[src/rtl/core/rbsh_pkg.sv]
package rbsh_pkg;

  // Default geometry of the fixed-point coordinates
  localparam int COORD_BITS_DEF = 32;
  localparam int FRAC_BITS_DEF  = 16;

  // Epsilon register
  localparam int          EPS_BITS  = 16;
  localparam logic [15:0] EPS_RESET = 16'd1;

  // Per-item flags that ride alongside the divider lanes
  typedef struct packed {
    logic valid;
    logic par_x;
    logic par_y;
    logic miss_x;
    logic miss_y;
  } rbsh_side_t;

endpackage

[src/rtl/core/rbsh_div.sv]
module rbsh_div
  import rbsh_pkg::*;
#(
  parameter int COORD_BITS = COORD_BITS_DEF,
  parameter int FRAC_BITS  = FRAC_BITS_DEF
) (
  input  logic                         clk,
  input  logic [COORD_BITS:0]          num,
  input  logic [COORD_BITS-1:0]        den,
  input  logic                         neg,
  output logic signed [COORD_BITS-1:0] quot
);

  localparam int C  = COORD_BITS;
  localparam int F  = FRAC_BITS;
  localparam int RW = C + 1;
  localparam int OW = 2 * C - F + 2;
  localparam logic [C-1:0] LIM_POS = {1'b0, {(C-1){1'b1}}};
  localparam logic [C-1:0] LIM_NEG = {1'b1, {(C-1){1'b0}}};

  logic [RW-1:0] rem [0:C];
  logic [C-1:0]  quo [0:C];
  logic [C-1:0]  low [0:C];
  logic [C-1:0]  dv  [0:C];
  logic          ng  [0:C];
  logic          ov  [0:C];

  // Setup: catch quotients of C bits or more, seed the remainder
  always_ff @(posedge clk) begin
    ov[0]  <= (OW'(num) >= OW'({den, {(C-F){1'b0}}}));
    rem[0] <= RW'(num >> (C - F));
    low[0] <= C'({num, {F{1'b0}}});
    quo[0] <= '0;
    dv[0]  <= den;
    ng[0]  <= neg;
  end

  // One quotient bit per stage, restoring
  genvar k;
  generate
    for (k = 1; k <= C; k++) begin : g_step
      logic [RW-1:0] trial;
      logic          take;

      assign trial = {rem[k-1][RW-2:0], low[k-1][C-1]};
      assign take  = (trial >= {1'b0, dv[k-1]});

      always_ff @(posedge clk) begin
        rem[k] <= take ? (trial - {1'b0, dv[k-1]}) : trial;
        quo[k] <= {quo[k-1][C-2:0], take};
        low[k] <= {low[k-1][C-2:0], 1'b0};
        dv[k]  <= dv[k-1];
        ng[k]  <= ng[k-1];
        ov[k]  <= ov[k-1];
      end
    end
  endgenerate

  // Saturate and apply sign
  logic [C-1:0] lim, mag;

  assign lim = ng[C] ? LIM_NEG : LIM_POS;
  assign mag = (ov[C] || (quo[C] > lim)) ? lim : quo[C];

  always_ff @(posedge clk) begin
    quot <= ng[C] ? -$signed(mag) : $signed(mag);
  end

endmodule

[config.mk]
export PLATFORM = sky130hd
export DESIGN_NAME = rbsh_div
export DESIGN_NICKNAME = d
export VERILOG_FILES = /design/src/rtl/core/rbsh_pkg.sv /design/src/rtl/core/rbsh_div.sv
export SDC_FILE = /design/constraint.sdc
export NUM_CORES = 2
export LEC_CHECK = 0
export BUFFER_PORTS_ARGS = -buffer_cell sky130_fd_sc_hd__buf_2
export CAP_MARGIN = 0
export CORE_MARGIN = 5
export CORE_UTILIZATION = 55
export CTS_CLUSTER_DIAMETER = 80
export DETAILED_ROUTE_END_ITERATION = 12
export GPL_ROUTABILITY_DRIVEN = 0
export HOLD_SLACK_MARGIN = 0.02
export PLACE_DENSITY = 0.8
export SLEW_MARGIN = 20
export SYNTH_ARGS = -nofsm -noshare
export SYNTH_HDL_FRONTEND = slang
export SYNTH_MEMORY_MAX_BITS = 65536
export SYNTH_SLANG_ARGS = --single-unit
[constraint.sdc]
create_clock -name clk -period 5.35 [get_ports clk]
set_clock_uncertainty 0.1 [all_clocks]
set_input_delay 0.535 -clock clk [delete_from_list [all_inputs] [get_ports clk]]
set_output_delay 0.535 -clock clk [all_outputs]
set_load 0.02 [all_outputs]
Yosys cells after proc, flatten, opt, wreduce, memory -nomap -nowiden --
Memories as Yosys holds them, arrays and structs flattened. Cells that the tools add are included.
Storage, ports and cells: bits in registers 32, RAM bits 4290, input bits 67, output and inout port bits 32, logic and storage cells 110, memories 6
Memory list:
- rem | words 33, width 33, rd ports 32, clocked after Yosys merged registers in 0, write ports 33, line rbsh_div.sv:21 | logic [RW-1:0] rem [0:C];
- dv | words 33, width 32, rd ports 32, clocked after Yosys merged registers in 0, write ports 33, line rbsh_div.sv:24 | logic [C-1:0] dv [0:C];
- quo | words 33, width 32, rd ports 33, clocked after Yosys merged registers in 0, write ports 33, line rbsh_div.sv:22 | logic [C-1:0] quo [0:C];
- low | words 33, width 31, rd ports 32, clocked after Yosys merged registers in 0, write ports 33, line rbsh_div.sv:23 | logic [C-1:0] low [0:C];
- ng | words 33, width 1, rd ports 33, clocked after Yosys merged registers in 0, write ports 33, line rbsh_div.sv:25 | logic ng [0:C];
- ov | words 33, width 1, rd ports 33, clocked after Yosys merged registers in 0, write ports 33, line rbsh_div.sv:26 | logic ov [0:C];
Operators by class: $add $sub $neg 33, order comparisons 34, muxes and demuxes 35, reduce and logical (&&, ||, !) cells 1
Operator list (count):
- $ge 33x32->1 | 32
- $mux 33 | 32
- $sub 33x32->33 | 32
- $mux 32 | 3
- $ge 33x48->1 | 1
- $gt 32x32->1 | 1
- $neg 32->32 | 1
- $logic_or 1x1->1 | 1

Longest topological paths before layout --
An unclocked memory read counts as a cell.
word-level depth 7, gate-level depth with buffers 21, gate-level depth less buffers 19

Least setup slack after synthesis --
No wires, ideal clock.
kind reg-to-reg, from memory ng[32], to register quot[28], setup time 126 ps, arrival 4533 ps, required time 5124 ps, setup slack 591 ps, cell stages (with the launch flop) 19, buffers on the path 2, clock period less this slack 4759 ps, cells stage by stage dfxtp_1 inv_1 clkbuf_1 ha_1 nand4_1 or4_1 a21oi_1 o21ai_0 nand2_1 clkbuf_1 nand2_1 o21ai_0 ha_1 inv_1 or3_1 or4_1 a21o_1 a21oi_1 nor2_1
RTL lines:
- start: declaration | line rbsh_div.sv:25
- end signal: assignment | line rbsh_div.sv:66 | quot <= ng[C] ? -$signed(mag) : $signed(mag);
- end: declaration | line rbsh_div.sv:11 | output logic signed [COORD_BITS-1:0] quot

==> flow_metrics.env <==
export IMPL_status="complete, no violations"
export IMPL_cts_buffers=294
export IMPL_power_leakage_nw=61.9
export IMPL_critPathArrivalTime_ns=5.15
export IMPL_synthCells=12698
export IMPL_crit_top_cell="o21ai_0"
export IMPL_nNetsFinal=14136
export IMPL_area_growth_pct=11.5
export IMPL_grtUsageTotal=0.226
export IMPL_fp_dieH_um=477
export IMPL_drcViolationCount=0
export IMPL_worstSkewPairLatency_ns=0.94
export IMPL_io_buffers=98
export IMPL_timing_rr_start="ng[32]"
export IMPL_relSlewSlack=0.304
export IMPL_cts_sinks=2795
export IMPL_ys_types=101
export IMPL_clkTransAtPathRegs_ns=0.07
export IMPL_end_kind="register"
export IMPL_dr_first_iter_drc_count=7115
export IMPL_critPathKind="reg -> reg"
export IMPL_fin_ws_ns=0.921
export IMPL_ctsResizeCount=0
export IMPL_first_pass_iters=6
export IMPL_worst_hold_path_type="in -> reg"
export IMPL_cts_tree="yes"
export IMPL_synth_seq_area_share=0.467
export IMPL_final_hold_viol_count=0
export IMPL_critical_path_startpoint_type="register"
export IMPL_grt_pass1_wl_um=430000
export IMPL_top_level_ports=99
export IMPL_fin_crit_ns=4.43
export IMPL_die_area_sq_um=227000
export IMPL_grt_pass1_vias=84533
export IMPL_tightest_slew_ns=1.03
export IMPL_hp_start="den[26]"
export IMPL_core_sq_um=217000
export IMPL_crit_buf_inv=2
export IMPL_worst_path_max_fanout=31
export IMPL_hpwl_um=201000
export IMPL_antenna_left=0
export IMPL_cts_root_buf="clkbuf_16"
export IMPL_fin_total_pwr_w=0.0787
export IMPL_yosysWarnings=0
export IMPL_wl_um=267000
export IMPL_rsz0062_at_grt="no"
export IMPL_fin_crit_sh=0.828
export IMPL_worstSetupStartpoint="ng[32]"
export IMPL_grt_max_degree=63
export IMPL_vias=89370
export IMPL_final_max_slew_violation_count=0
export IMPL_drive_above_1_share=0.0708
export IMPL_clk_path_buf_depth=4
export IMPL_max_cap_viol_count=0
export IMPL_syn_num_nets=13855
export IMPL_synth_ff_type="dfxtp_1"
export IMPL_via_per_inst=5.57
export IMPL_start_util=0.552
export IMPL_antenna_found_initial=7
export IMPL_crit_family="compound AO/OA/AOI/OAI gates"
export IMPL_p_per_area_nw_per_um2=589
export IMPL_synth_edf_count=0
export IMPL_cp_slowest_cell="dfxtp_2"
export IMPL_placedInstanceArea_sq_um=123000
export IMPL_async_flop_share=0
export IMPL_syn_area_per_cell_sq_um=9.43
export IMPL_ys_seq_elements=2795
export IMPL_overflow=0
export IMPL_synth_area_sq_um=120000
export IMPL_max_clock_freq_mhz=226
export IMPL_ir_drop_mv=0.487
export IMPL_reg2reg_slack_ns=0.92
export IMPL_h_tree_depth=5
export IMPL_setup_tns_final_ns=0
export IMPL_pre_cts_slack_ns=0.943
export IMPL_row_count=171
export IMPL_post_drt_wl_per_cell_um=16.6
export IMPL_postLayoutCellArea_sq_um=134000
export IMPL_slowest_delay_ns=0.72
export IMPL_setup_violations=0
export IMPL_cp_cell_sequence="buf_4 > ha_1 > a21oi_1 > nor2b_1 > o21ai_0 > o2111ai_1 > a221o_1 > o21ai_0 > nand2_1 > o21ai_0 > ha_1 > inv_1 > or3_1 > or4_1 > a21o_1 > a21oi_1 > nor2_1"
export IMPL_crit_required_ns=6.07
export IMPL_chipWidth_um=477
-- through the flow --
step / hold slack [ns] / std cells / utilization
2_1_floorplan: 0.210 / 12698 / -
3_3_place_gp: 0.210 / 15471 / 0.568
3_5_place_dp: 0.212 / 15471 / 0.568
4_1_cts: 0.0869 / 16037 / 0.615
5_1_grt: 0.120 / 16040 / 0.615
6_report: 0.148 / 16042 / 0.616
-- sequential cells by signal, summed over array words and instances, names as in the netlist --
name	flops
rem	1009
quo	528
low	136
ng	33
quot	32
ov	33
dv	1024
-- logic make-up after synthesis --
group	count (synthesis)	synth area share
AOI/OAI and AO/OA	3361	0.175
xor gates and xnor gates	747	0.0546
adders and majority gates	1090	0.116
buffers and inverters	1550	0.0501
DFF	2795	0.467
muxes	242	0.0225
and+or+nand+nor	2913	0.115
-- layout make-up --
type	count	area [sq um]
Sequential cell	2795	56000
Tap cell	2854	3570
Inverter	1324	4970
Clock buffer	407	8440
Fill cell	17535	83400
Multi-Input combinational cell	8353	58000
Timing Repair Buffer	211	1520
Antenna cell	5	12.5
Clock inverter	93	1120
-- what timing repair did --
action | CTS | global route
setup buffers | 0 | 0
hold buffers | 66 | 0
endpoints found under the hold margin | 67 | 0
-- power by group --
part	leakage [nW]	switching (W)	internal (W)	total, W
Combinational	33.8	0.0173	0.0133	0.0306
Sequential	23.4	0.00284	0.0253	0.0282
Clock	4.68	0.00792	0.0120	0.0199
Total	61.9	0.0281	0.0506	0.0787
-- routing by layer --
layer | vias to the layer above | GRT usage | share of wire
li1 | 44617 | - | -
met1 | 41496 | 0.292 | 0.44
met5 | - | 0 | 0.000049
met4 | 2 | 0.0775 | 0.033
met3 | 607 | 0.0335 | 0.059
met2 | 2648 | 0.387 | 0.47
-- path summary, 6_finish.rpt --
check	to	cells past startpoint
worst min-delay path	dv[0][26]	2
worst max register to register	quot[28]	17
worst min register to register	quo[23][7]	0
worst max-delay path	quot[28]	17
-- worst reg2reg max path, delay by kind of cell, from the launching register on --
family	cells	cell delay (ns)
compound gates	8	1.53
fa+ha+maj	2	0.50
buf+inv	2	0.51
flops	1	0.72
simple gates	5	0.99
-- cell usage in the layout (no fill, tap or decap), drive strengths merged, types with 169 or more instances in the layout --
cell and count:
ha 1059, inv 1336, dfxtp 2795, clkbuf 407, nor3 238, xor2 347
nand2 910, o21ai 953, a21oi 980, nand3 169, nor2 774, xnor2 400
mux2 205, a21o 375, o21a 189
-- synthesized netlist by cell type, types with 26 or more instances --
cell       number  share of area
mux2_2        197          0.019
o21ai_0       925          0.039
and2_1         40         0.0021
and3_1         77         0.0040
nor2b_1       101         0.0053
a21oi_1       978          0.041
fa_1           31         0.0052
clkbuf_1      130         0.0041
or3_1          60         0.0031
xor2_1        347          0.025
nor3_1        238         0.0099
xnor2_1       400          0.029
a31oi_1        94         0.0049
a211o_1        26         0.0019
o211ai_1       39         0.0024
o21ai_1        26         0.0011
a211oi_1       90         0.0056
nor2_1        772          0.024
o22ai_1        31         0.0016
a21o_1        375          0.024
o31ai_1       113         0.0071
ha_1         1059           0.11
a21boi_0       44         0.0028
a2111oi_0      26         0.0019
nand2_1       907          0.028
o21a_1        189          0.012
o31a_1         53         0.0039
dfxtp_1      2795           0.47
buf_2          71         0.0030
nand4_1       158         0.0083
or2_2          55         0.0029
nand3_1       169         0.0071
mux2i_1        37         0.0031
o21bai_1       94         0.0059
nor4_1         78         0.0041
inv_1        1318          0.041
nand2b_1      148         0.0077
Note: power is estimated with default switching activity, not from simulation.
