--- config.mk ---
export PLATFORM = sky130hd
export DESIGN_NAME = rbsh_prep
export DESIGN_NICKNAME = d
export VERILOG_FILES = /design/src/rtl/core/rbsh_pkg.sv /design/src/rtl/core/rbsh_prep.sv
export SDC_FILE = /design/constraint.sdc
export NUM_CORES = 1
export LEC_CHECK = 0
export CORE_MARGIN = 2
export CORE_UTILIZATION = 55
export CTS_CLUSTER_SIZE = 10
export DETAILED_ROUTE_END_ITERATION = 16
export DONT_BUFFER_PORTS = 1
export HOLD_SLACK_MARGIN = 0.02
export PLACE_DENSITY_LB_ADDON = 0.05
export REMOVE_ABC_BUFFERS = 1
export SYNTH_ARGS = -nofsm -noshare
export SYNTH_HDL_FRONTEND = slang
export SYNTH_SLANG_ARGS = --single-unit
--- constraint.sdc ---
create_clock -name clk -period 7.3 [get_ports clk]
set_input_delay 0.73 -clock clk [delete_from_list [all_inputs] [get_ports clk]]
set_output_delay 0.73 -clock clk [all_outputs]
set_load 0.005 [all_outputs]
--- src/rtl/core/rbsh_pkg.sv ---
package rbsh_pkg;

  // Default geometry of the fixed-point coordinates
  localparam int COORD_BITS_DEF = 32;
  localparam int FRAC_BITS_DEF  = 16;

  // Epsilon register
  localparam int          EPS_BITS  = 16;
  localparam logic [15:0] EPS_RESET = 16'd1;

  // Per-item flags that ride alongside the divider lanes
  typedef struct packed {
    logic valid;
    logic par_x;
    logic par_y;
    logic miss_x;
    logic miss_y;
  } rbsh_side_t;

endpackage

--- src/rtl/core/rbsh_prep.sv ---
module rbsh_prep
  import rbsh_pkg::*;
#(
  parameter int COORD_BITS = COORD_BITS_DEF
) (
  input  logic                         clk,
  input  logic                         rst,
  input  logic                         start,
  input  logic [EPS_BITS-1:0]          eps,
  input  logic signed [COORD_BITS-1:0] origin_x,
  input  logic signed [COORD_BITS-1:0] origin_y,
  input  logic signed [COORD_BITS-1:0] dir_x,
  input  logic signed [COORD_BITS-1:0] dir_y,
  input  logic signed [COORD_BITS-1:0] box_left,
  input  logic signed [COORD_BITS-1:0] box_top,
  input  logic [COORD_BITS-2:0]        box_width,
  input  logic [COORD_BITS-2:0]        box_height,
  output logic [COORD_BITS:0]          num_lo_x,
  output logic [COORD_BITS:0]          num_hi_x,
  output logic [COORD_BITS:0]          num_lo_y,
  output logic [COORD_BITS:0]          num_hi_y,
  output logic [COORD_BITS-1:0]        den_x,
  output logic [COORD_BITS-1:0]        den_y,
  output logic                         neg_lo_x,
  output logic                         neg_hi_x,
  output logic                         neg_lo_y,
  output logic                         neg_hi_y,
  output rbsh_side_t                   side
);

  localparam int C = COORD_BITS;

  // Stage 1: capture the beat
  logic                v1;
  logic signed [C-1:0] ox1, oy1, dx1, dy1, bx1, by1;
  logic [C-2:0]        bw1, bh1;

  always_ff @(posedge clk) begin
    if (rst) begin
      v1 <= 1'b0;
    end else begin
      v1 <= start;
    end
  end

  always_ff @(posedge clk) begin
    ox1 <= origin_x;
    oy1 <= origin_y;
    dx1 <= dir_x;
    dy1 <= dir_y;
    bx1 <= box_left;
    by1 <= box_top;
    bw1 <= box_width;
    bh1 <= box_height;
  end

  // Stage 2: slab edges relative to origin, direction magnitude, parallel test
  logic                  v2;
  logic signed [C+1:0]   nlx2, nhx2, nly2, nhy2;
  logic signed [C+1:0]   nlx_next, nhx_next, nly_next, nhy_next;
  logic [C-1:0]          dmx2, dmy2, dmx_next, dmy_next;
  logic                  dnx2, dny2, parx2, pary2, parx_next, pary_next;

  always_comb begin
    nlx_next  = {{2{bx1[C-1]}}, bx1} - {{2{ox1[C-1]}}, ox1};
    nhx_next  = {{2{bx1[C-1]}}, bx1} + {3'b000, bw1} - {{2{ox1[C-1]}}, ox1};
    nly_next  = {{2{by1[C-1]}}, by1} - {{2{oy1[C-1]}}, oy1};
    nhy_next  = {{2{by1[C-1]}}, by1} + {3'b000, bh1} - {{2{oy1[C-1]}}, oy1};
    dmx_next  = dx1[C-1] ? C'(-dx1) : C'(dx1);
    dmy_next  = dy1[C-1] ? C'(-dy1) : C'(dy1);
    parx_next = (dx1 == '0) || (dmx_next < C'(eps));
    pary_next = (dy1 == '0) || (dmy_next < C'(eps));
  end

  always_ff @(posedge clk) begin
    if (rst) begin
      v2 <= 1'b0;
    end else begin
      v2 <= v1;
    end
  end

  always_ff @(posedge clk) begin
    nlx2  <= nlx_next;
    nhx2  <= nhx_next;
    nly2  <= nly_next;
    nhy2  <= nhy_next;
    dmx2  <= dmx_next;
    dmy2  <= dmy_next;
    dnx2  <= dx1[C-1];
    dny2  <= dy1[C-1];
    parx2 <= parx_next;
    pary2 <= pary_next;
  end

  // Stage 3: numerator magnitudes, quotient signs, in-slab test
  logic inx, iny;

  assign inx = (nlx2 <= 0) && (nhx2 >= 0);
  assign iny = (nly2 <= 0) && (nhy2 >= 0);

  always_ff @(posedge clk) begin
    if (rst) begin
      side.valid <= 1'b0;
    end else begin
      side.valid <= v2;
    end
  end

  always_ff @(posedge clk) begin
    num_lo_x    <= nlx2[C+1] ? (C+1)'(-nlx2) : (C+1)'(nlx2);
    num_hi_x    <= nhx2[C+1] ? (C+1)'(-nhx2) : (C+1)'(nhx2);
    num_lo_y    <= nly2[C+1] ? (C+1)'(-nly2) : (C+1)'(nly2);
    num_hi_y    <= nhy2[C+1] ? (C+1)'(-nhy2) : (C+1)'(nhy2);
    den_x       <= dmx2;
    den_y       <= dmy2;
    neg_lo_x    <= nlx2[C+1] ^ dnx2;
    neg_hi_x    <= nhx2[C+1] ^ dnx2;
    neg_lo_y    <= nly2[C+1] ^ dny2;
    neg_hi_y    <= nhy2[C+1] ^ dny2;
    side.par_x  <= parx2;
    side.par_y  <= pary2;
    side.miss_x <= parx2 && !inx;
    side.miss_y <= pary2 && !iny;
  end

endmodule

* After elaboration in Yosys (flattened, before gate mapping) *
Cells that the tools add are included.

word-level totals
  register bits = 663
  input bits = 273
  output and inout port bits = 205

operators by class
  add/subtract/negate cells = 12
  $lt $le $gt $ge = 6
  muxes and demuxes = 6
  bitwise gates (word level) = 4
  reduce and logical (&&, ||, !) cells = 10

operator list
  kind                                                                 count
  two-way mux 33 bit                                                   4
  negation 33 bit                                                      4
  greater-or-equal comparator 34 x 1 -> 1 bit (second input constant)  2
  subtractor 33 x 32 -> 34 bit                                         2
  adder 32 x 32 -> 33 bit                                              2
  less-or-equal comparator 33 x 1 -> 1 bit (second input constant)     2
  subtractor 32 x 32 -> 33 bit                                         2
  logical NOT 32 bit                                                   2
  < comparator 32 x 16 -> 1 bit                                        2
  two-way mux 32 bit                                                   2
  negation 32 bit                                                      2
  logical AND 1 bit                                                    4
  bitwise XOR 1 bit                                                    4
  logical NOT 1 bit                                                    2
  logical OR 1 bit                                                     2

* Longest topological paths before layout *
Gate-level depths: netlist of run 1.

  depth after elaboration = 4
  mapped depth = 18
  mapped depth without buffers = 18

* Worst setup path before layout of run 1 *
Ideal clock, no wire load.

  kind = register to register
  start = register bx1[3]
  end = register nhx2[30]
  setup time = 122 ps
  arrival = 3413 ps
  data required time = 7178 ps
  slack = 3765 ps
  stages on the path, launching flop included = 15
  path buffers = 0
  path through = dfxtp_1 inv_1 fa_1 inv_1 ha_1 o21ai_0 o21ai_0 a21oi_1 o22ai_1 nand3_1 a31oi_1 a31oi_1 a2111oi_0 o21ai_0 a311o_1

between the ends
  word-level cells in the longest chain between the ends = 2

ends and longest elaborated chain
  element                       line             source
  from (decl)                   rbsh_prep.sv:35  logic signed [C-1:0] ox1, oy1, dx1, dy1, bx1, by1;
  from (signal assigned)        rbsh_prep.sv:51  bx1 <= box_left;
  adder 32 x 32 -> 33 bit       rbsh_prep.sv:66  nhx_next = {{2{bx1[C-1]}}, bx1} + {3'b000, bw1} - {{2{ox1[C-1]}}, ox1};
  subtractor 33 x 32 -> 34 bit  rbsh_prep.sv:66
  via nhx_next[30]              rbsh_prep.sv:60  logic signed [C+1:0] nlx_next, nhx_next, nly_next, nhy_next;
  to (signal assigned)          rbsh_prep.sv:85  nhx2 <= nhx_next;
  to (decl)                     rbsh_prep.sv:59  logic signed [C+1:0] nlx2, nhx2, nly2, nhy2;

The timed path passes the listed nets, and every way through them passes these cells.
A chain may end at the register's enable or synchronous reset.

* Worst setup path in the final report of run 1 *
Ends and elaborated chain as after synthesis.

==> impl_metrics.json, run 1 <==
{
  "antenna_found_initial": 38,
  "cp-start-kind": "flop",
  "worst_setup_path_end_kind": "flop",
  "hold_path_startpoint": "box_height[18]",
  "synth.avg_cell_area_um2": 10.2,
  "finalHoldViolations": 0,
  "final_cell_mix": "663 x dfxtp_1, 382 x inv_1, 250 x xnor2_1",
  "wl_um": 62300,
  "yosys.area.top_type_share": 0.497,
  "antenna_left": 0,
  "clk_latency_ns": 0.61,
  "drive_gt1_frac": 0.0482,
  "crit_family": "compound AO/OA/AOI/OAI gates",
  "die_height_um": 224,
  "leakagePower_uw": 0.0134,
  "synth_cell_types": 66,
  "grt_pass1_wl_um": 95000,
  "postCtsSetupBuffers": 0,
  "fillers": 3929,
  "start_util": 0.559,
  "fin_nets": 3166,
  "postCtsHoldBufs": 0,
  "grt_usage": 0.243,
  "htree_levels": 3,
  "critPathSlowestCell": "a2111oi_0",
  "postLayoutCellArea_mm2": 0.0297,
  "period_needed_ns": 4.57,
  "regToRegEndpoint": "nhx2[30]",
  "reg2reg_slack_ns": 2.73,
  "maxCapViolations": 0,
  "ys_ff_latch": 663,
  "grt_overflow_total": 0,
  "r2r-start": "bx1[3]",
  "cp.arrival_ns": 5.07,
  "yosys.area.top_type": "dfxtp_1",
  "viasPerCell": 5.38,
  "vdd_ir_drop_max_mv": 0.256,
  "cp_common_cell": "o21ai_0",
  "tns_ns": 0,
  "io_pins": 478,
  "crit_path_cell_trace": "inv_1 -> fa_1 -> inv_1 -> ha_1 -> o21ai_0 -> o21ai_0 -> a21oi_1 -> o22ai_1 -> nand3_1 -> a31oi_1 -> a31oi_1 -> a2111oi_0 -> o21ai_0 -> a311o_1",
  "hold_path_end": "bh1[18]",
  "relSlewSlack": 0.324,
  "cts_resized": 0,
  "status": "completed",
  "multi_input_area_mm2": 0.0119,
  "area_growth_pct": 11.0,
  "dr.first_iter.drc_count": 1069,
  "fmax_ghz": 0.219,
  "cpPeakStageDelay_ns": 0.88,
  "fin_skew_ns": 0.0196,
  "cts_made_buffers": 78,
  "required_ns": 7.79,
  "cp.buffers_inverters": 2,
  "postSynthCellCount": 2609,
  "crit_type": "flop to flop",
  "ys.flop_type": "dfxtp_1",
  "rsz0062_at_grt": "false",
  "post-dp-hpwl_um": 49300,
  "core_mm2": 0.0478,
  "port_buffers": 0,
  "placed_area_mm2": 0.0274,
  "crit_fanout": 6,
  "firstDrtPassIters": 5,
  "hold_path.class": "input port to flop",
  "regArea_mm2": 0.0133,
  "die_area_mm2": 0.0504,
  "grt_max_degree": 40,
  "cts_tree": "built",
  "async_flop_share": 0,
  "die_x_um": 224,
  "synth_edf_count": 0,
  "holdPathStages": 0,
  "vias": 17800,
  "finalCritPeriodShare": 0.626,
  "setup_viol": 0,
  "synth_area_leaders": "dfxtp_1 50%, xnor2_1 8.2%, ha_1 8.0%",
  "avgRoutedWirePerCell_um": 18.8,
  "synth-warning-count": 0,
  "clockRootBuffer": "clkbuf_16",
  "maxSlewViolCount": 0,
  "drc": 0,
  "yosysSeqAreaShare": 0.497,
  "rows": 80,
  "gp_congestion": 0.927,
  "path_clk_slew_ns": 0.06,
  "r2r_cells": 14,
  "syn_area_mm2": 0.0267,
  "p_per_area_mw_per_mm2": 347,
  "worst_slew_pin_slew_ns": 0.989,
  "cts_sinks": 663,
  "final_common_cell": "dfxtp_1",
  "grt_pass1_vias": 17800,
  "cts_max_path_buffers": 3
}
[cell usage after synthesis, drive strengths merged, types with 8 or more instances]
cell,number
a31oi,13
nand4,18
nand3,30
nand2,140
or4,33
ha,170
nor3,28
clkbuf,34
a21oi,131
and2,9
or3,29
nor2b,28
o21ai,139
fa,64
o31ai,58
xnor2,250
a21o,72
o41ai,26
o21bai,15
nor4,14
nand2b,27
dfxtp,663
nor2,73
o21a,21
xor2,47
inv,382
a211oi,8
[metal layers]
metal  GRT usage  wire length [um]  vias up
li1            -                 -     8807
met1       0.291             25900     8305
met2       0.395             28800      541
met3      0.0811              4890      163
met4       0.116              2600       22
met5           0               133        -
[report_power, final]
part / internal (uW) / switching (uW)
logic: 845 / 988
registers: 4400 / 630
clock network: 2020 / 1400
total: 7270 / 3020
[registers in the layout (all words and copies together) (netlist names), 5 cells and up]
| name | cells |
|---|---|
| den_y | 32 |
| dy1 | 32 |
| oy1 | 32 |
| dmy2 | 32 |
| dx1 | 32 |
| bw1 | 31 |
| side | 5 |
| by1 | 32 |
| nlx2 | 33 |
| bx1 | 32 |
| nhx2 | 34 |
| num_lo_x | 33 |
| num_hi_x | 33 |
| nhy2 | 34 |
| ox1 | 32 |
| dmx2 | 32 |
| num_hi_y | 33 |
| den_x | 32 |
| bh1 | 31 |
| nly2 | 33 |
| num_lo_y | 33 |
[cell type report]
| class | instances | area share |
|---|---|---|
| repair buffers | 6 | 0.00152 |
| diodes | 20 | 0.00169 |
| multi-input cells | 1528 | 0.401 |
| clock buffers | 91 | 0.0698 |
| flip-flops and latches | 663 | 0.447 |
| inverters | 382 | 0.0483 |
| well taps | 615 | 0.0259 |
| clock inverters | 8 | 0.00447 |
[per-stage QoR]
stage                     utilization  setup WS [ns]  hold slack [ns]  power (uW)  instances
after floorplan                     -           3.76            0.310        6270       2573
after global placement          0.573           2.89            0.310        6870       3194
after detailed placement        0.573           2.80            0.312        6910       3194
after CTS                       0.619           2.77            0.105       10400       3293
after global routing            0.619           2.34            0.106       10800       3303
final                           0.620           2.73            0.138       10300       3313
[worst max path at each step]
stage | startpoint | end | slack (ns) | cells after the start
after global routing | bx1[3] | nhx2[30] | 2.34 | 15
after CTS | bx1[3] | nhx2[30] | 2.77 | 14
after floorplan | bx1[3] | nhx2[30] | 3.76 | 14
after detailed placement | bx1[3] | nhx2[30] | 2.80 | 14
after global placement | bx1[3] | nhx2[30] | 2.89 | 14
final | bx1[3] | nhx2[30] | 2.73 | 14
[cells by family (layout without fill, tap and decap cells)]
family	Yosys count	in the layout	share of synthesized area
AOI/OAI and AO/OA	546	546	0.132
xor gates and xnor gates	297	297	0.0973
adders and majority gates	234	234	0.128
buffers and inverters	418	487	0.0587
DFF	663	663	0.497
muxes	1	1	0.000375
other	0	20	0
and+or+nand+nor	450	450	0.0872
Power figures use the tool's default switching activity.
==> inputs of run 2 (changes only) <==
==> constraint.sdc (replaced) <==
create_clock -name clk -period 3.7 [get_ports clk]
set_input_delay 0.37 -clock clk [delete_from_list [all_inputs] [get_ports clk]]
set_output_delay 0.37 -clock clk [all_outputs]
set_load 0.005 [all_outputs]
==> run 2 against run 1 <==
Register-to-register slack worse by 2.7 ns. Clock skew down 0.00094 ns. Sequential power up 98%. Core utilization up 6.3 points. Largest power group unchanged.
==> impl_metrics.json, run 2 (same netlist as run 1, synthesis figures left out) <==
{
  "status": "completed",
  "final_cell_mix": "663 x dfxtp_1, 382 x inv_1, 256 x dlygate4sd3_1",
  "finalCritPeriodShare": 0.979,
  "vias": 19000,
  "cp_common_cell": "a31o_2",
  "worst_setup_path_end_kind": "flop",
  "port_buffers": 0,
  "maxCapViolations": 0,
  "start_util": 0.559,
  "fmax_ghz": 0.276,
  "antenna_left": 0,
  "avgRoutedWirePerCell_um": 18.3,
  "regArea_mm2": 0.0133,
  "utilization": 0.683,
  "hold_path.class": "input port to flop",
  "wl_um": 66100,
  "cp-start-kind": "flop",
  "fin_nets": 3467,
  "drc": 0,
  "critPathLaunch": "bx1[1]",
  "final_common_cell": "dfxtp_1",
  "crit_type": "flop to flop",
  "reg2reg_slack_ns": 0.08,
  "leakagePower_uw": 0.0147,
  "relSlewSlack": 0.281,
  "regToRegEndpoint": "nhx2[31]",
  "top_regs": "nhx2 x34, nhy2 x34",
  "grt_usage": 0.259,
  "power_uw": 20600,
  "post-dp-hpwl_um": 50300,
  "r2r_cells": 15,
  "cp.buffers_inverters": 2,
  "io_pins": 478,
  "viasPerCell": 5.28,
  "required_ns": 4.23,
  "fillers": 3646,
  "period_needed_ns": 3.62,
  "cts_tree": "built",
  "p_per_area_mw_per_mm2": 630,
  "crit_path_cell_trace": "inv_1 -> fa_1 -> inv_1 -> ha_1 -> a21oi_1 -> nor2b_1 -> a311oi_2 -> o21bai_2 -> a31o_2 -> o21ba_2 -> a31o_2 -> a31o_2 -> a21o_1 -> a21oi_2 -> xnor2_1",
  "setup_viol": 0,
  "path_depth": 15,
  "maxSlewViolCount": 0,
  "fin_skew_ns": 0.0187,
  "r2r-start": "bx1[1]",
  "worst_slew_pin_slew_ns": 1.08,
  "clockRootBuffer": "clkbuf_16",
  "area_growth_pct": 22.2,
  "crit_family": "compound AO/OA/AOI/OAI gates",
  "cts_made_buffers": 77,
  "grt_pass1_vias": 19500,
  "cp-endpoint": "nhx2[31]",
  "vdd_ir_drop_max_mv": 0.528,
  "die_height_um": 224,
  "crit_fanout": 4,
  "gp_congestion": 0.935,
  "antenna_found_initial": 22,
  "finalHoldViolations": 0,
  "tns_ns": 0,
  "cts_sinks": 663,
  "multi_input_area_mm2": 0.0121,
  "critPathSlowestCell": "fa_1",
  "firstDrtPassIters": 5,
  "cts_max_path_buffers": 3,
  "htree_levels": 3,
  "clk_latency_ns": 0.62,
  "rows": 80,
  "cpPeakStageDelay_ns": 0.52,
  "drive_gt1_frac": 0.0675,
  "path_clk_slew_ns": 0.06,
  "dr.first_iter.drc_count": 1063,
  "grt_max_degree": 36,
  "grt_overflow_total": 0,
  "grt_pass1_wl_um": 102000,
  "core_mm2": 0.0478,
  "cp.arrival_ns": 4.15,
  "die_area_mm2": 0.0504,
  "die_x_um": 224
}
[run 2: changes by cell type in the layout (fill, tap and decap cells not counted), moves of 5 or more]
cell           change
o21ai_1            +5
clkbuf_8           -6
o21ai_0            -7
diode_2            -7
buf_4             +46
dlygate4sd3_1    +256
[run 2: repair_timing]
item                                    CTS  global route
endpoints found under the setup margin    6            21
buffers inserted                          0             5
hold buffers                            256             0
gates resized for setup                  12            37
pin swaps                                 2            12
hold endpoints to repair                257             0
[run 2: metal layers]
layer / wire [um] / vias up / global-route usage / share of wire
met4: 2740 / 16 / 0.116 / 0.041
met1: 27500 / 8911 / 0.314 / 0.42
met2: 31100 / 548 / 0.427 / 0.47
li1: - / 9404 / - / -
met5: 103 / - / 0 / 0.0016
met3: 4660 / 164 / 0.0773 / 0.070
[run 2: area by class of cell]
cell class                      instances  share of cell area
Sequential cell                       663               0.406
Tap cell                              615              0.0236
Clock buffer                           88              0.0612
Multi-Input combinational cell       1528               0.370
Antenna cell                           13            0.000996
Inverter                              382              0.0439
Timing Repair Buffer                  308              0.0904
Clock inverter                          8             0.00341
[run 2: how the worst min path moves through the flow]
stage / start / end / slack (ns) / cells past startpoint
after floorplan: dmx2[0] / den_x[0] / 0.31 / 0
after global placement: dmy2[0] / den_y[0] / 0.31 / 0
after global routing: box_height[22] / bh1[22] / 0.28 / 1
final: box_height[9] / bh1[9] / 0.29 / 1
after CTS: box_height[10] / bh1[10] / 0.26 / 1
after detailed placement: dmx2[18] / den_x[18] / 0.31 / 0
[run 2: power by group]
part | switching, uW | internal [uW]
logic | 2090 | 1990
registers | 1290 | 8670
clock network | 2740 | 3800
total | 6130 | 14500
[run 2: stage by stage]
step | cell area, um2 | worst slack (ns) | hold slack [ns] | std cells
after CTS | 32400 | 0.0117 | 0.263 | 3587
after floorplan | 26600 | 0.165 | 0.310 | 2573
after global placement | 27700 | -0.290 | 0.310 | 3235
after detailed placement | 27700 | -0.406 | 0.312 | 3235
after global routing | 32700 | -0.0291 | 0.277 | 3601
final | 32700 | 0.0788 | 0.294 | 3605
