### config.mk
export PLATFORM = sky130hd
export DESIGN_NAME = rbsh_resolve
export DESIGN_NICKNAME = d
export VERILOG_FILES = /design/src/rtl/core/rbsh_pkg.sv /design/src/rtl/core/rbsh_resolve.sv
export SDC_FILE = /design/constraint.sdc
export NUM_CORES = 1
export LEC_CHECK = 0
export BUFFER_PORTS_ARGS = -buffer_cell sky130_fd_sc_hd__buf_4
export CAP_MARGIN = 10
export CORE_MARGIN = 4
export CORE_UTILIZATION = 31
export DETAILED_ROUTE_END_ITERATION = 8
export SLEW_MARGIN = 40
export SYNTH_ARGS = -nofsm -noshare
export SYNTH_HDL_FRONTEND = slang
export SYNTH_SLANG_ARGS = --single-unit
### constraint.sdc
create_clock -name clk -period 3.1 [get_ports clk]
set_clock_uncertainty 0.1 [all_clocks]
set_input_delay 0.775 -clock clk [delete_from_list [all_inputs] [get_ports clk]]
set_output_delay 0.775 -clock clk [all_outputs]
set_load 0.02 [all_outputs]
### src/rtl/core/rbsh_pkg.sv
package rbsh_pkg;

  // Default geometry of the fixed-point coordinates
  localparam int COORD_BITS_DEF = 32;
  localparam int FRAC_BITS_DEF  = 16;

  // Epsilon register
  localparam int          EPS_BITS  = 16;
  localparam logic [15:0] EPS_RESET = 16'd1;

  // Per-item flags that ride alongside the divider lanes
  typedef struct packed {
    logic valid;
    logic par_x;
    logic par_y;
    logic miss_x;
    logic miss_y;
  } rbsh_side_t;

endpackage

### src/rtl/core/rbsh_resolve.sv
module rbsh_resolve
  import rbsh_pkg::*;
#(
  parameter int COORD_BITS = COORD_BITS_DEF
) (
  input  logic                         clk,
  input  logic                         rst,
  input  logic signed [COORD_BITS-1:0] t_lo_x,
  input  logic signed [COORD_BITS-1:0] t_hi_x,
  input  logic signed [COORD_BITS-1:0] t_lo_y,
  input  logic signed [COORD_BITS-1:0] t_hi_y,
  input  rbsh_side_t                   side,
  output logic                         done,
  output logic                         hit,
  output logic [COORD_BITS-2:0]        distance
);

  localparam int C = COORD_BITS;
  localparam logic signed [C:0] POS_INF = {2'b01, {(C-1){1'b0}}};
  localparam logic signed [C:0] NEG_INF = ~POS_INF;

  // Stage 1: order entry and exit per axis
  rbsh_side_t          s1;
  logic signed [C-1:0] enx, exx, eny, exy;

  always_ff @(posedge clk) begin
    if (rst) begin
      s1.valid <= 1'b0;
    end else begin
      s1.valid <= side.valid;
    end
  end

  always_ff @(posedge clk) begin
    s1.par_x  <= side.par_x;
    s1.par_y  <= side.par_y;
    s1.miss_x <= side.miss_x;
    s1.miss_y <= side.miss_y;
    enx <= (t_lo_x > t_hi_x) ? t_hi_x : t_lo_x;
    exx <= (t_lo_x > t_hi_x) ? t_lo_x : t_hi_x;
    eny <= (t_lo_y > t_hi_y) ? t_hi_y : t_lo_y;
    exy <= (t_lo_y > t_hi_y) ? t_lo_y : t_hi_y;
  end

  // Stage 2: intersect the axis intervals, parallel axes leave them open
  logic              v2, ok2;
  logic signed [C:0] tmin2, tmax2;
  logic signed [C:0] inx, iny, outx, outy;

  assign inx  = s1.par_x ? NEG_INF : (C+1)'(enx);
  assign iny  = s1.par_y ? NEG_INF : (C+1)'(eny);
  assign outx = s1.par_x ? POS_INF : (C+1)'(exx);
  assign outy = s1.par_y ? POS_INF : (C+1)'(exy);

  always_ff @(posedge clk) begin
    if (rst) begin
      v2 <= 1'b0;
    end else begin
      v2 <= s1.valid;
    end
  end

  always_ff @(posedge clk) begin
    ok2   <= !s1.miss_x && !s1.miss_y;
    tmin2 <= (inx > iny) ? inx : iny;
    tmax2 <= (outx < outy) ? outx : outy;
  end

  // Stage 3: pick the nearest non-negative time
  logic              hit_next;
  logic signed [C:0] t_next;

  always_comb begin
    hit_next = 1'b0;
    t_next   = '0;
    if (ok2 && !(tmax2 < 0) && !(tmin2 > tmax2)) begin
      if (tmin2 >= 0) begin
        hit_next = 1'b1;
        t_next   = tmin2;
      end else if (tmax2 != POS_INF) begin
        hit_next = 1'b1;
        t_next   = tmax2;
      end
    end
  end

  always_ff @(posedge clk) begin
    if (rst) begin
      done <= 1'b0;
    end else begin
      done <= v2;
    end
  end

  always_ff @(posedge clk) begin
    hit      <= hit_next;
    distance <= hit_next ? t_next[C-2:0] : '0;
  end

endmodule

-- Yosys cells after proc, flatten, opt, wreduce, memory -nomap -nowiden
Cells that the tools add are included.
- equality and inequality tests: 1
- reductions and logical operators: 8
- order comparisons: 7
- multiplexer cells: 15
- operators by type and width (cell ; number):
    33-bit 2-to-1 mux ; 6
    32-bit 2-to-1 mux ; 4
    33-bit > comparator ; 2
    32-bit > comparator ; 2
    31-bit 2-to-1 mux ; 2
    33-bit by 1-bit greater-or-equal comparator with 1-bit output, second input constant ; 1
    33-bit by 1-bit less-than comparator with 1-bit output, second input constant ; 1
    33-bit less-than comparator ; 1
    33-bit inequality test, second input constant ; 1
    1-bit zero test ; 4
    1-bit logical AND ; 3
    1-bit 2-to-1 mux ; 3
    2-bit AND reduction ; 1
- output and inout port bits: 33
- register bits: 234

-- Logic depth before layout (Yosys ltp)
Gate-level depths: netlist (run 1).
- word-level depth: 6
- depth in mapped cells: 15

-- Worst setup path before layout (run 1)
No wires, ideal clock.
- path type: reg2reg
- start point: register s1[3] (netlist bit)
- end point: register tmax2[10]
- clock period less this slack: 3289 ps
- data required time: 2928 ps
- buffers on the path: 5
- arrival: 3118 ps
- setup time: 72 ps
- cell stages (with the launch flop): 16
- setup slack: -189 ps
- cells stage by stage: dfxtp_1 -> clkbuf_1 -> clkbuf_1 -> clkbuf_1 -> nand2b_1 -> inv_1 -> ha_1 -> a21oi_1 -> o21ai_0 -> a221o_1 -> a22oi_1 -> and2_1 -> o21a_1 -> buf_2 -> buf_2 -> mux2i_1
- longest elaborated chain between the ends: 3
- ends and longest elaborated chain (item ; line ; text):
    start: declaration ; rbsh_resolve.sv:23 ; rbsh_side_t s1;
    33-bit 2-to-1 mux (*) ; rbsh_resolve.sv:52 ; assign outx = s1.par_x ? POS_INF : (C+1)'(exx);
    33-bit less-than comparator ; rbsh_resolve.sv:66 ; tmax2 <= (outx < outy) ? outx : outy;
    33-bit 2-to-1 mux (*) ; rbsh_resolve.sv:66 ;
    end signal: assignment ; rbsh_resolve.sv:66 ;
    end: declaration ; rbsh_resolve.sv:47 ; logic signed [C:0] tmin2, tmax2;
Mark *: on every way between the ends. The rest lies on a longest branch, timed or not.
A chain may end at the register's enable or synchronous reset.

-- Worst setup path in the final report (run 1)
- start point: register s1[3] (netlist bit)
- end point: register tmax2[5]
Same word-level chain as after synthesis.

==> results of run 1 <==
[cell usage after synthesis, types with 3 or more instances]
master / count
sky130_fd_sc_hd__inv_1: 169
sky130_fd_sc_hd__buf_2: 6
sky130_fd_sc_hd__mux2_2: 114
sky130_fd_sc_hd__buf_6: 13
sky130_fd_sc_hd__nand3_1: 13
sky130_fd_sc_hd__clkbuf_1: 47
sky130_fd_sc_hd__nand4_1: 29
sky130_fd_sc_hd__nor2_1: 148
sky130_fd_sc_hd__ha_1: 162
sky130_fd_sc_hd__mux2_4: 6
sky130_fd_sc_hd__a221oi_1: 33
sky130_fd_sc_hd__nand2b_1: 36
sky130_fd_sc_hd__and4_1: 7
sky130_fd_sc_hd__a31oi_1: 3
sky130_fd_sc_hd__o21bai_1: 3
sky130_fd_sc_hd__nor3_1: 8
sky130_fd_sc_hd__mux2_1: 8
sky130_fd_sc_hd__a21o_1: 23
sky130_fd_sc_hd__a211oi_1: 70
sky130_fd_sc_hd__a22oi_1: 34
sky130_fd_sc_hd__o21ai_0: 18
sky130_fd_sc_hd__nand2_1: 64
sky130_fd_sc_hd__mux2i_1: 34
sky130_fd_sc_hd__a221o_1: 4
sky130_fd_sc_hd__a21oi_1: 86
sky130_fd_sc_hd__nor2b_1: 7
sky130_fd_sc_hd__dfxtp_1: 234
sky130_fd_sc_hd__o211ai_1: 5
sky130_fd_sc_hd__nor4_1: 13
[where the power goes]
group	switching (uW)	internal [uW]	total (uW)
logic	1900	1820	3710
registers	344	3530	3870
clock network	1260	1950	3210
total	3500	7300	10800
[state kept, by name, summed over array words and instances, names as in the netlist]
register,count
enx,32
eny,32
s1,5
v2,1
exy,32
done,1
tmax2,33
distance,31
ok2,1
hit,1
tmin2,33
exx,32
[metal layers]
metal | GRT usage | wire length [um]
met4 | 0.0486 | 1140
met3 | 0.0347 | 2770
met1 | 0.230 | 18100
met5 | 0 | 41
met2 | 0.276 | 19100
[final timing paths]
check | from | endpoint | slack [ps] | cells past startpoint
hold / removal | side[0] | s1[0]$_DFF_P_ | 240 | 1
setup / recovery | s1[3]$_DFF_P_ | tmax2[5]$_DFF_P_ | 50 | 15
hold reg to reg | s1[1]$_DFF_P_ | ok2$_DFF_P_ | 280 | 1
setup reg to reg | s1[3]$_DFF_P_ | tmax2[5]$_DFF_P_ | 50 | 15
[kinds of logic (layout without fill, tap and decap cells)]
group | after synthesis | count (layout) | share of synthesized area
AND/OR/NAND/NOR | 330 | 330 | 0.117
AO/OA/AOI/OAI | 297 | 297 | 0.156
buffers and inverters | 238 | 591 | 0.0762
flip-flops | 234 | 234 | 0.358
adder cells (fa/ha/maj) | 162 | 162 | 0.155
multiplexers | 162 | 162 | 0.138
other | 0 | 1 | 0
[cell type report]
| class | count | area, sq um |
|---|---|---|
| fillers | 4001 | 23600 |
| clock inverters | 13 | 155 |
| well taps | 539 | 674 |
| diodes | 1 | 2.50 |
| flip-flops and latches | 234 | 4690 |
| clock buffers | 34 | 752 |
| multi-input cells | 951 | 8160 |
| repair buffers | 374 | 3130 |
| inverters | 170 | 638 |
[repair_timing]
item,CTS,global route
setup buffers,0,10
pin swaps,0,22
setup endpoints to repair,73,126
cloned,0,8
gates resized for setup,29,142
[metrics by stage]
step	worst slack [ps]	instance area [sq um]	TNS, ps	instances	hold WS (ps)
CTS	-11.9	17300	-31.8	2299	215
detailed placement	-575	16200	-58400	2252	275
global placement	-541	16200	-54890	2252	277
global route	-80.1	18200	-923	2316	215
floorplan	-16.4	13100	-491	1423	263
finish	53.5	18200	0	2316	241
[placed cells by master, fill, tap and decap left out, types with 23 or more instances in the layout]
master	count
sky130_fd_sc_hd__a22oi_1	32
sky130_fd_sc_hd__nand2b_1	24
sky130_fd_sc_hd__a211oi_1	69
sky130_fd_sc_hd__buf_4	349
sky130_fd_sc_hd__a21oi_1	81
sky130_fd_sc_hd__dfxtp_1	231
sky130_fd_sc_hd__nand4_1	29
sky130_fd_sc_hd__clkbuf_16	35
sky130_fd_sc_hd__nand2_1	63
sky130_fd_sc_hd__nor2_4	26
sky130_fd_sc_hd__a21o_1	23
sky130_fd_sc_hd__mux2_2	114
sky130_fd_sc_hd__mux2i_1	23
sky130_fd_sc_hd__inv_1	166
sky130_fd_sc_hd__ha_1	151
sky130_fd_sc_hd__nor2_1	114
==> impl_results.md, run 1 <==
- Number of primary I/O pins: 168
- Final net count: 2054
- Element type at the critical path start: flip-flop
- Fraction of final layout cells with drive strength greater than 1: 0.372
- Run status: finished clean
- Routability cong.: 0.889
- Normalized max-slew margin: 0.567
- Final core utilization: 0.435
- Num Clock Sinks: 234
- Max Clk Rate: 328 MHz
- Via count: 11473
- Slew Viols, Final: 0
- # port buffers: 167
- Clock buffers created by TritonCTS: 26
- Delay of the slowest critical-path stage: 370 ps
- Post-route minimum period: 3050 ps
- Number of hold-repair buffers added at the cts stage: 0
- Antenna viol nets, final: 0
- Synth area leaders: sky130_fd_sc_hd__dfxtp_1 36%, sky130_fd_sc_hd__ha_1 15%, sky130_fd_sc_hd__mux2_2 9.8%
- Worst Path Max Fanout: 8
- Power density over cell area: 593 nW/um^2
- Total grt overflow: 0
- Top cell family by delay on the critical path: compound AO/OA/AOI/OAI gates
- Post-Syn Instances: 1423
- Cell repeated most along the worst path: sky130_fd_sc_hd__buf_12
- DP Wirelength: 32300 um
- First-pass detailed-route iteration total: 5
- H-tree level count: 1
- Number of synthesized register bits: 234
- CTS tree: done
- Standard-cell row count: 75
- Number of setup violations in the final report: 0
- Standard cell with the maximum stage delay on the critical path: sky130_fd_sc_hd__dfxtp_4
- Avg Synthesized Cell Area: 9.20 sq um
- Data arrival, critical path: 3420 ps
- Vertical extent of the die: 214 um
- Buffers from clock root to sink, at most: 3
- Peak VDD IR: 0.382 mV
- Hold Violations, Final: 0
- Most used DFF post-synth: sky130_fd_sc_hd__dfxtp_1
- Clock latency of the later-clocked register in the worst-skew pair: 540 ps
- Routed wirelength normalized by instance count: 17.8 um
- Sequential fraction of the synthesis area: 0.358
- Overall fraction of global-route tracks in use: 0.170
- Post-detailed-routing wire length: 41100 um
- Number of synthesis warnings: 0
- Wire length of the first global-routing pass: 61900 um
- Number of antenna violations at the first check in global routing: 4
- Core area: 41900 sq um
- Kind of end point of the critical path: flip-flop
- Root buffer selected by CTS: sky130_fd_sc_hd__clkbuf_16
- Vias in the first global route: 11338
- Number of buffer and inverter stages on the critical path: 6
- Area enclosed by the die boundary: 45600 sq um
- Number of distinct library cells after synthesis: 49
- Static Leak: 0.00853 uW
- Portion of the clock cycle consumed by the worst path in the final layout: 0.983
- Overall power: 10800 uW
- Slew @ Worst Pin: 650 ps
- Maximum number of pins on one net before global-route repair: 67
- Post-synth top area share: 0.358
- Clock transition at the registers of the reported paths: 60 ps
- Worst hold-check path type: in -> reg
- Worst path cell trace: buf_12 > buf_12 > buf_12 > nand2b_4 > inv_1 > ha_4 > a21o_1 > a211oi_1 > o21ai_0 > a22oi_2 > and2_4 > o21a_4 > buf_12 > mux2i_2 > buf_4
- Post-synthesis instance area: 13100 sq um
- Count of max-cap constraint violations: 0
- Width of the die: 214 um
- Number of DRC markers after the initial detailed-route iteration: 612
- Worst EP required: 3470 ps
- Initial cell density of the core: 0.313
- Number of enable flip-flop cells after synthesis: 0
- Number of nets in the synthesized netlist: 1720
- Asr flop ratio synth: 0
- Routed via count divided by cell count: 4.95
- Type of the worst setup path: reg -> reg
- Cell type with the highest aggregate area in the netlist: sky130_fd_sc_hd__dfxtp_1
- Area growth from synthesis to layout: 39.0%
- DRC errors left: 0
(Power assumes the default switching activity.)
==> run 2: changes to the inputs <==
==> constraint.sdc (replaced) <==
create_clock -name clk -period 2.85 [get_ports clk]
set_clock_uncertainty 0.1 [all_clocks]
set_input_delay 0.7125 -clock clk [delete_from_list [all_inputs] [get_ports clk]]
set_output_delay 0.7125 -clock clk [all_outputs]
set_load 0.02 [all_outputs]
==> run 2 against run 1 <==
Die area stayed put; count of clock-buffer cells in the layout is 2 lower; the flow now finishes with violations (setup timing); design area is 11% higher; non-clock buffer count is 129 higher; flip-flop and latch count stayed put.
==> impl_results.md, run 2 (synthesis gave the netlist of run 1 again) <==
- Run status: complete, but fails checks
- Violated checks: setup timing
- Post-placement worst setup slack: -546 ps (+29.3 ps)
- Via count: 12043 (+5.0%)
- Routed wirelength normalized by instance count: 18.1 um (+2.2%)
- Area enclosed by the die boundary: 45600 sq um (unchanged)
- Final instance area: 20300 sq um (+11%)
- Slew Viols, Final: 0 (unchanged)
- Num Clock Sinks: 234 (unchanged)
- Delay of the slowest critical-path stage: 450 ps (+80 ps)
- Peak VDD IR: 0.408 mV (+7.0%)
- Kind of end point of the critical path: flip-flop
- Standard cell with the maximum stage delay on the critical path: sky130_fd_sc_hd__dfxtp_4
- Hold Violations, Final: 0 (unchanged)
- Slew @ Worst Pin: 661 ps (+11.1 ps)
- Max Clk Rate: 327 MHz (-0.53%)
- Routability cong.: 0.871 (-2.0%)
- Wire length of the first global-routing pass: 63400 um (+2.5%)
- Portion of the clock cycle consumed by the worst path in the final layout: 1.07 (+0.0919)
- Core area: 41900 sq um (unchanged)
- Setup repair after global routing missed its margin: true
- H-tree level count: 1 (unchanged)
- Number of primary I/O pins: 168 (unchanged)
- Clock latency of the later-clocked register in the worst-skew pair: 540 ps (about the same)
- Post-route minimum period: 3060 ps (+16.1 ps)
- Number of DRC markers after the initial detailed-route iteration: 532 (-13%)
- Clock transition at the registers of the reported paths: 60 ps (about the same)
- DRC errors left: 0 (unchanged)
- Largest regs: tmax2: 33 flops, tmin2: 33 flops
- Width of the die: 214 um (unchanged)
- Top library cells by usage in the layout, fill and taps aside: 448 x sky130_fd_sc_hd__buf_4, 231 x sky130_fd_sc_hd__dfxtp_1, 142 x sky130_fd_sc_hd__inv_1, 130 x sky130_fd_sc_hd__ha_1, 109 x sky130_fd_sc_hd__nor2_1
- Data arrival, critical path: 3390 ps (-30 ps)
- First-pass detailed-route iteration total: 5 (unchanged)
- Initial cell density of the core: 0.313 (unchanged)
- Static Leak: 0.00953 uW (+12%)
- Count of max-cap constraint violations: 0 (unchanged)
- Worst path cell trace: buf_12 > buf_12 > nand2b_4 > inv_1 > ha_1 > nand4_1 > nor2_4 > nand3_2 > a41o_1 > and2_4 > o21a_4 > buf_12 > buf_8 > mux2i_4
- Type of the worst setup path: reg -> reg
- Total grt overflow: 0 (unchanged)
- Standard-cell row count: 75 (unchanged)
- Post-detailed-routing wire length: 44300 um (+7.7%)
- Final critical-path setup slack: -213 ps (-266 ps)
- Worst EP required: 3180 ps (-290 ps)
- Routed via count divided by cell count: 4.93 (-0.41%)
- Vias in the first global route: 12015 (+6.0%)
- CTS tree: done
- Diode count: 0 (-1)
- DP Wirelength: 33500 um (+3.7%)
- Overall fraction of global-route tracks in use: 0.175 (+0.00526)
- Buffers from clock root to sink, at most: 3 (unchanged)
- Antenna viol nets, final: 0 (unchanged)
- Number of antenna violations at the first check in global routing: 1 (-3)
- Setup Total Neg Slack: -9920 ps (-9920 ps)
- Cell repeated most along the worst path: sky130_fd_sc_hd__buf_12
- Area of placed instances: 17600 sq um (+8.1%)
- Maximum number of pins on one net before global-route repair: 67 (unchanged)
- Number of setup violations in the final report: 65 (+65)
- Final net count: 2182 (+6.2%)
- # port buffers: 167 (unchanged)
- Power density over cell area: 615 nW/um^2 (+3.6%)
- Leading cell type in the layout, fill and taps excluded: sky130_fd_sc_hd__buf_4
- Element type at the critical path start: flip-flop
- Normalized max-slew margin: 0.559 (-0.00742)
- Root buffer selected by CTS: sky130_fd_sc_hd__clkbuf_16
- Fraction of final layout cells with drive strength greater than 1: 0.466 (+0.0942)
- Worst hold-check path type: in -> reg
- Number of hold-repair buffers added at the cts stage: 0 (unchanged)
- Overall power: 12500 uW (+15%)
- Worst Path Max Fanout: 8 (unchanged)
- Vertical extent of the die: 214 um (unchanged)
- Area growth from synthesis to layout: 54.7%
- Clock buffers created by TritonCTS: 25 (-3.8%)
- Number of inserted filler cells in the final layout: 3814 (-4.7%)
run 2: cell count changes in the layout (fill, tap and decap cells not counted), moves of 17 or more:
cell and change:
sky130_fd_sc_hd__buf_4 +99, sky130_fd_sc_hd__mux2_4 +55, sky130_fd_sc_hd__mux2_2 -47, sky130_fd_sc_hd__inv_1 -24, sky130_fd_sc_hd__ha_1 -21, sky130_fd_sc_hd__ha_4 +21, sky130_fd_sc_hd__inv_2 +19, sky130_fd_sc_hd__nor2_2 +17
run 2: timing repair:
action	4_1_cts	5_1_grt
setup endpoints to repair	66	195
gates cloned	3	14
gates resized for setup	73	190
pin swaps	5	50
setup buffers	2	16
run 2: per-layer routing:
| layer | track usage | up-vias | part of all wire |
|---|---|---|---|
| li1 | - | 5971 | - |
| met1 | 0.232 | 5684 | 0.44 |
| met2 | 0.294 | 293 | 0.48 |
| met3 | 0.0243 | 93 | 0.045 |
| met4 | 0.0607 | 2 | 0.037 |
| met5 | 0 | - | 0.00029 |
run 2: final cells by class:
| class | instances | area (sq um) | area share |
|---|---|---|---|
| Multi-Input combinational cell | 951 | 9000 | 0.444 |
| Sequential cell | 234 | 4690 | 0.232 |
| Timing Repair Buffer | 503 | 4370 | 0.216 |
| Clock buffer | 32 | 692 | 0.0341 |
| Tap cell | 539 | 674 | 0.0333 |
| Inverter | 170 | 666 | 0.0328 |
| Clock inverter | 12 | 173 | 0.00852 |
run 2: metrics by stage:
| step | util | hold slack (ps) | std cells |
|---|---|---|---|
| after floorplan | - | 263 | 1423 |
| after global placement | 0.420 | 277 | 2364 |
| after detailed placement | 0.420 | 287 | 2364 |
| after CTS | 0.450 | 147 | 2413 |
| after global routing | 0.484 | 155 | 2441 |
| final | 0.484 | 173 | 2441 |
run 2: worst max-delay path, delay by kind of cell, from the launching register on:
kind	cells	cell delay [ps]
muxes	1	180
and+or+nand+nor	5	720
adders and majority gates	1	290
DFF	1	450
AOI/OAI and AO/OA	2	530
buffers and inverters	5	660
run 2: final timing paths:
check | start | end | slack (ps) | cells after the start
max | s1[3]$_DFF_P_ | tmax2[13]$_DFF_P_ | -210 | 14
min | side[2] | s1[2]$_DFF_P_ | 170 | 1
max reg2reg | s1[3]$_DFF_P_ | tmax2[13]$_DFF_P_ | -210 | 14
min reg2reg | s1[0]$_DFF_P_ | ok2$_DFF_P_ | 290 | 1
run 2: report_power, final:
| part | internal (uW) | leakage [uW] | switching (uW) |
|---|---|---|---|
| sequential | 3840 | 0.00196 | 334 |
| clock | 2070 | 0.000421 | 1350 |
| combinational | 2470 | 0.00714 | 2400 |
==> run 3: changes to the inputs <==
--- a/config.mk
+++ b/config.mk
@@ -8,7 +8,7 @@
 export BUFFER_PORTS_ARGS = -buffer_cell sky130_fd_sc_hd__buf_4
 export CAP_MARGIN = 10
 export CORE_MARGIN = 4
-export CORE_UTILIZATION = 31
+export CORE_UTILIZATION = 35
 export DETAILED_ROUTE_END_ITERATION = 8
 export SLEW_MARGIN = 40
 export SYNTH_ARGS = -nofsm -noshare
==> constraint.sdc (replaced) <==
create_clock -name clk -period 3.2 [get_ports clk]
set_clock_uncertainty 0.1 [all_clocks]
set_input_delay 0.8 -clock clk [delete_from_list [all_inputs] [get_ports clk]]
set_output_delay 0.8 -clock clk [all_outputs]
set_load 0.02 [all_outputs]
==> run 3 against run 2 <==
The run now ends clean; setup slack gained 300 ps; count of clock-buffer cells in the layout is 2 higher; fmax fell by 1.6%; power shrank 18%.
==> impl_results.md, run 3 (synthesis gave the netlist of run 1 again) <==
- Area growth from synthesis to layout: 30.6%
- Number of hold-repair buffers added at the cts stage: 0 (unchanged)
- Final core utilization: 0.465 (-0.0192)
- CTS tree: done
- Data arrival, critical path: 3410 ps (+20 ps)
- Setup repair after global routing missed its margin: true
- Num Clock Sinks: 234 (unchanged)
- Power density over cell area: 596 nW/um^2 (-3.2%)
- Wire length of the first global-routing pass: 58400 um (-7.9%)
- Routed wirelength normalized by instance count: 17.7 um (-2.5%)
- Number of setup violations in the final report: 0 (-100%)
- Kind of end point of the critical path: flip-flop
- Number of primary I/O pins: 168 (unchanged)
- Core area: 36800 sq um (-12%)
- Width of the die: 201 um (-5.7%)
- Final net count: 1993 (-8.7%)
- Length in cells of the worst reg-to-reg path: 13 (-1)
- Worst hold-check path type: in -> reg
- Routed via count divided by cell count: 5.07 (+2.8%)
- Number of antenna violations at the first check in global routing: 5 (+4)
- Max Clk Rate: 321 MHz (-1.6%)
- Area enclosed by the die boundary: 40600 sq um (-11%)
- Number of inserted filler cells in the final layout: 3515 (-7.8%)
- Portion of the clock cycle consumed by the worst path in the final layout: 0.972 (-0.102)
- Hold Violations, Final: 0 (unchanged)
- Maximum number of pins on one net before global-route repair: 67 (unchanged)
- Clock buffers created by TritonCTS: 27 (+8.0%)
- Fraction of final layout cells with drive strength greater than 1: 0.314 (-0.151)
- Post-placement worst setup slack: -468 ps (+78.4 ps)
- Slew @ Worst Pin: 652 ps (-9.40 ps)
- Clock latency of the later-clocked register in the worst-skew pair: 530 ps (about the same)
- Run status: finished clean
- Buffers from clock root to sink, at most: 3 (unchanged)
- Antenna viol nets, final: 0 (unchanged)
- Type of the worst setup path: reg -> reg
- Post-detailed-routing wire length: 38600 um (-13%)
- Hold depth: 1 (unchanged)
- Count of max-cap constraint violations: 0 (unchanged)
- Footprint of the multi-input gates: 7700 sq um (-14%)
- Leading cell type in the layout, fill and taps excluded: sky130_fd_sc_hd__buf_4
- Via count: 11067 (-8.1%)
- Clock transition at the registers of the reported paths: 60 ps (about the same)
- Final critical-path setup slack: 88.8 ps (+301 ps)
- Total grt overflow: 0 (unchanged)
- Register Area: 4690 sq um (-0.13%)
- Post-route minimum period: 3110 ps (+48.6 ps)
- Routability cong.: 0.893 (+2.5%)
- Top library cells by usage in the layout, fill and taps aside: 292 x sky130_fd_sc_hd__buf_4, 232 x sky130_fd_sc_hd__dfxtp_1, 169 x sky130_fd_sc_hd__inv_1, 161 x sky130_fd_sc_hd__ha_1, 120 x sky130_fd_sc_hd__nor2_1
- First-pass detailed-route iteration total: 5 (unchanged)
- Initial cell density of the core: 0.356 (+0.0431)
- Worst hold slack: 277 ps (+104 ps)
- Worst Path Max Fanout: 20 (+12)
- Peak VDD IR: 0.332 mV (-19%)
- H-tree level count: 1 (unchanged)
- Root buffer selected by CTS: sky130_fd_sc_hd__clkbuf_16
- Slew Viols, Final: 0 (unchanged)
- Standard-cell row count: 70 (-6.7%)
- # port buffers: 167 (unchanged)
- Vias in the first global route: 10908 (-9.2%)
- Worst EP required: 3500 ps (+320 ps)
- Static Leak: 0.00810 uW (-15%)
- Overall fraction of global-route tracks in use: 0.179 (+0.00356)
- Postcts setup bufs: 0 (-2)
- DRC errors left: 0 (unchanged)
- Normalized max-slew margin: 0.565 (+0.00627)
- DP Wirelength: 30900 um (-7.6%)
- Vertical extent of the die: 201 um (-5.7%)
- Number of DRC markers after the initial detailed-route iteration: 469 (-12%)
- Largest regs: tmax2: 33 flops, tmin2: 33 flops
- Element type at the critical path start: flip-flop
-- run 3: cell types whose count changed in the layout (fill, tap and decap cells not counted), sizes merged --
cell | before | now
diode | 0 | 1
clkbuf | 43 | 36
buf | 492 | 310
clkinv | 6 | 7
-- run 3: what timing repair did --
item,4_1_cts,5_1_grt
gates resized for setup,9,67
cloned,0,3
pin swaps,0,4
setup endpoints to repair,34,61
-- run 3: final timing paths --
check                     start                 to  slack [ps]
setup / recovery  s1[3]$_DFF_P_  tmin2[16]$_DFF_P_          90
hold / removal          side[2]      s1[2]$_DFF_P_         280
setup reg to reg  s1[3]$_DFF_P_  tmin2[16]$_DFF_P_          90
hold reg to reg   s1[1]$_DFF_P_        ok2$_DFF_P_         290
-- run 3: layer usage --
layer | track usage | wire, um | vias to the layer above
met5 | 0 | 34 | -
met4 | 0.0559 | 1300 | 4
met3 | 0.0321 | 2110 | 71
met2 | 0.285 | 16900 | 273
met1 | 0.247 | 18300 | 5115
li1 | - | - | 5604
-- run 3: final cells by class --
type,instances,area share
multi-input combinational,951,0.450
inverter,170,0.0373
timing repair buffer,312,0.150
clock inverter,13,0.0104
antenna,1,0.000146
sequential,234,0.274
clock buffer,34,0.0440
tap,468,0.0342
-- run 3: metrics by stage --
stage	total power [uW]	instance area, sq um	TNS [ps]	instances
4_1_cts	10100	16800	0	2179
6_report	10200	17100	0	2183
3_5_place_dp	6880	15800	-40880	2132
2_1_floorplan	5680	13100	0	1423
5_1_grt	10800	17100	-169	2183
3_3_place_gp	6800	15800	-39600	2132
-- run 3: critical path, cell delays in order (launching register included) --
cell                       delay, ps
sky130_fd_sc_hd__dfxtp_1         320
sky130_fd_sc_hd__buf_12          160
sky130_fd_sc_hd__buf_4           160
sky130_fd_sc_hd__nor2_2          240
sky130_fd_sc_hd__inv_1           100
sky130_fd_sc_hd__ha_1            300
sky130_fd_sc_hd__nand4_1         100
sky130_fd_sc_hd__and4bb_2        350
sky130_fd_sc_hd__nand2_1          60
sky130_fd_sc_hd__o221ai_1        180
sky130_fd_sc_hd__a21oi_1          90
sky130_fd_sc_hd__o211a_1         290
sky130_fd_sc_hd__buf_12          180
sky130_fd_sc_hd__a221oi_1        360
-- run 3: report_power, final --
| group | switching, uW | internal (uW) | total [uW] |
|---|---|---|---|
| sequential | 298 | 3420 | 3720 |
| combinational | 1710 | 1550 | 3270 |
| clock | 1220 | 1980 | 3200 |
| total | 3240 | 6950 | 10200 |
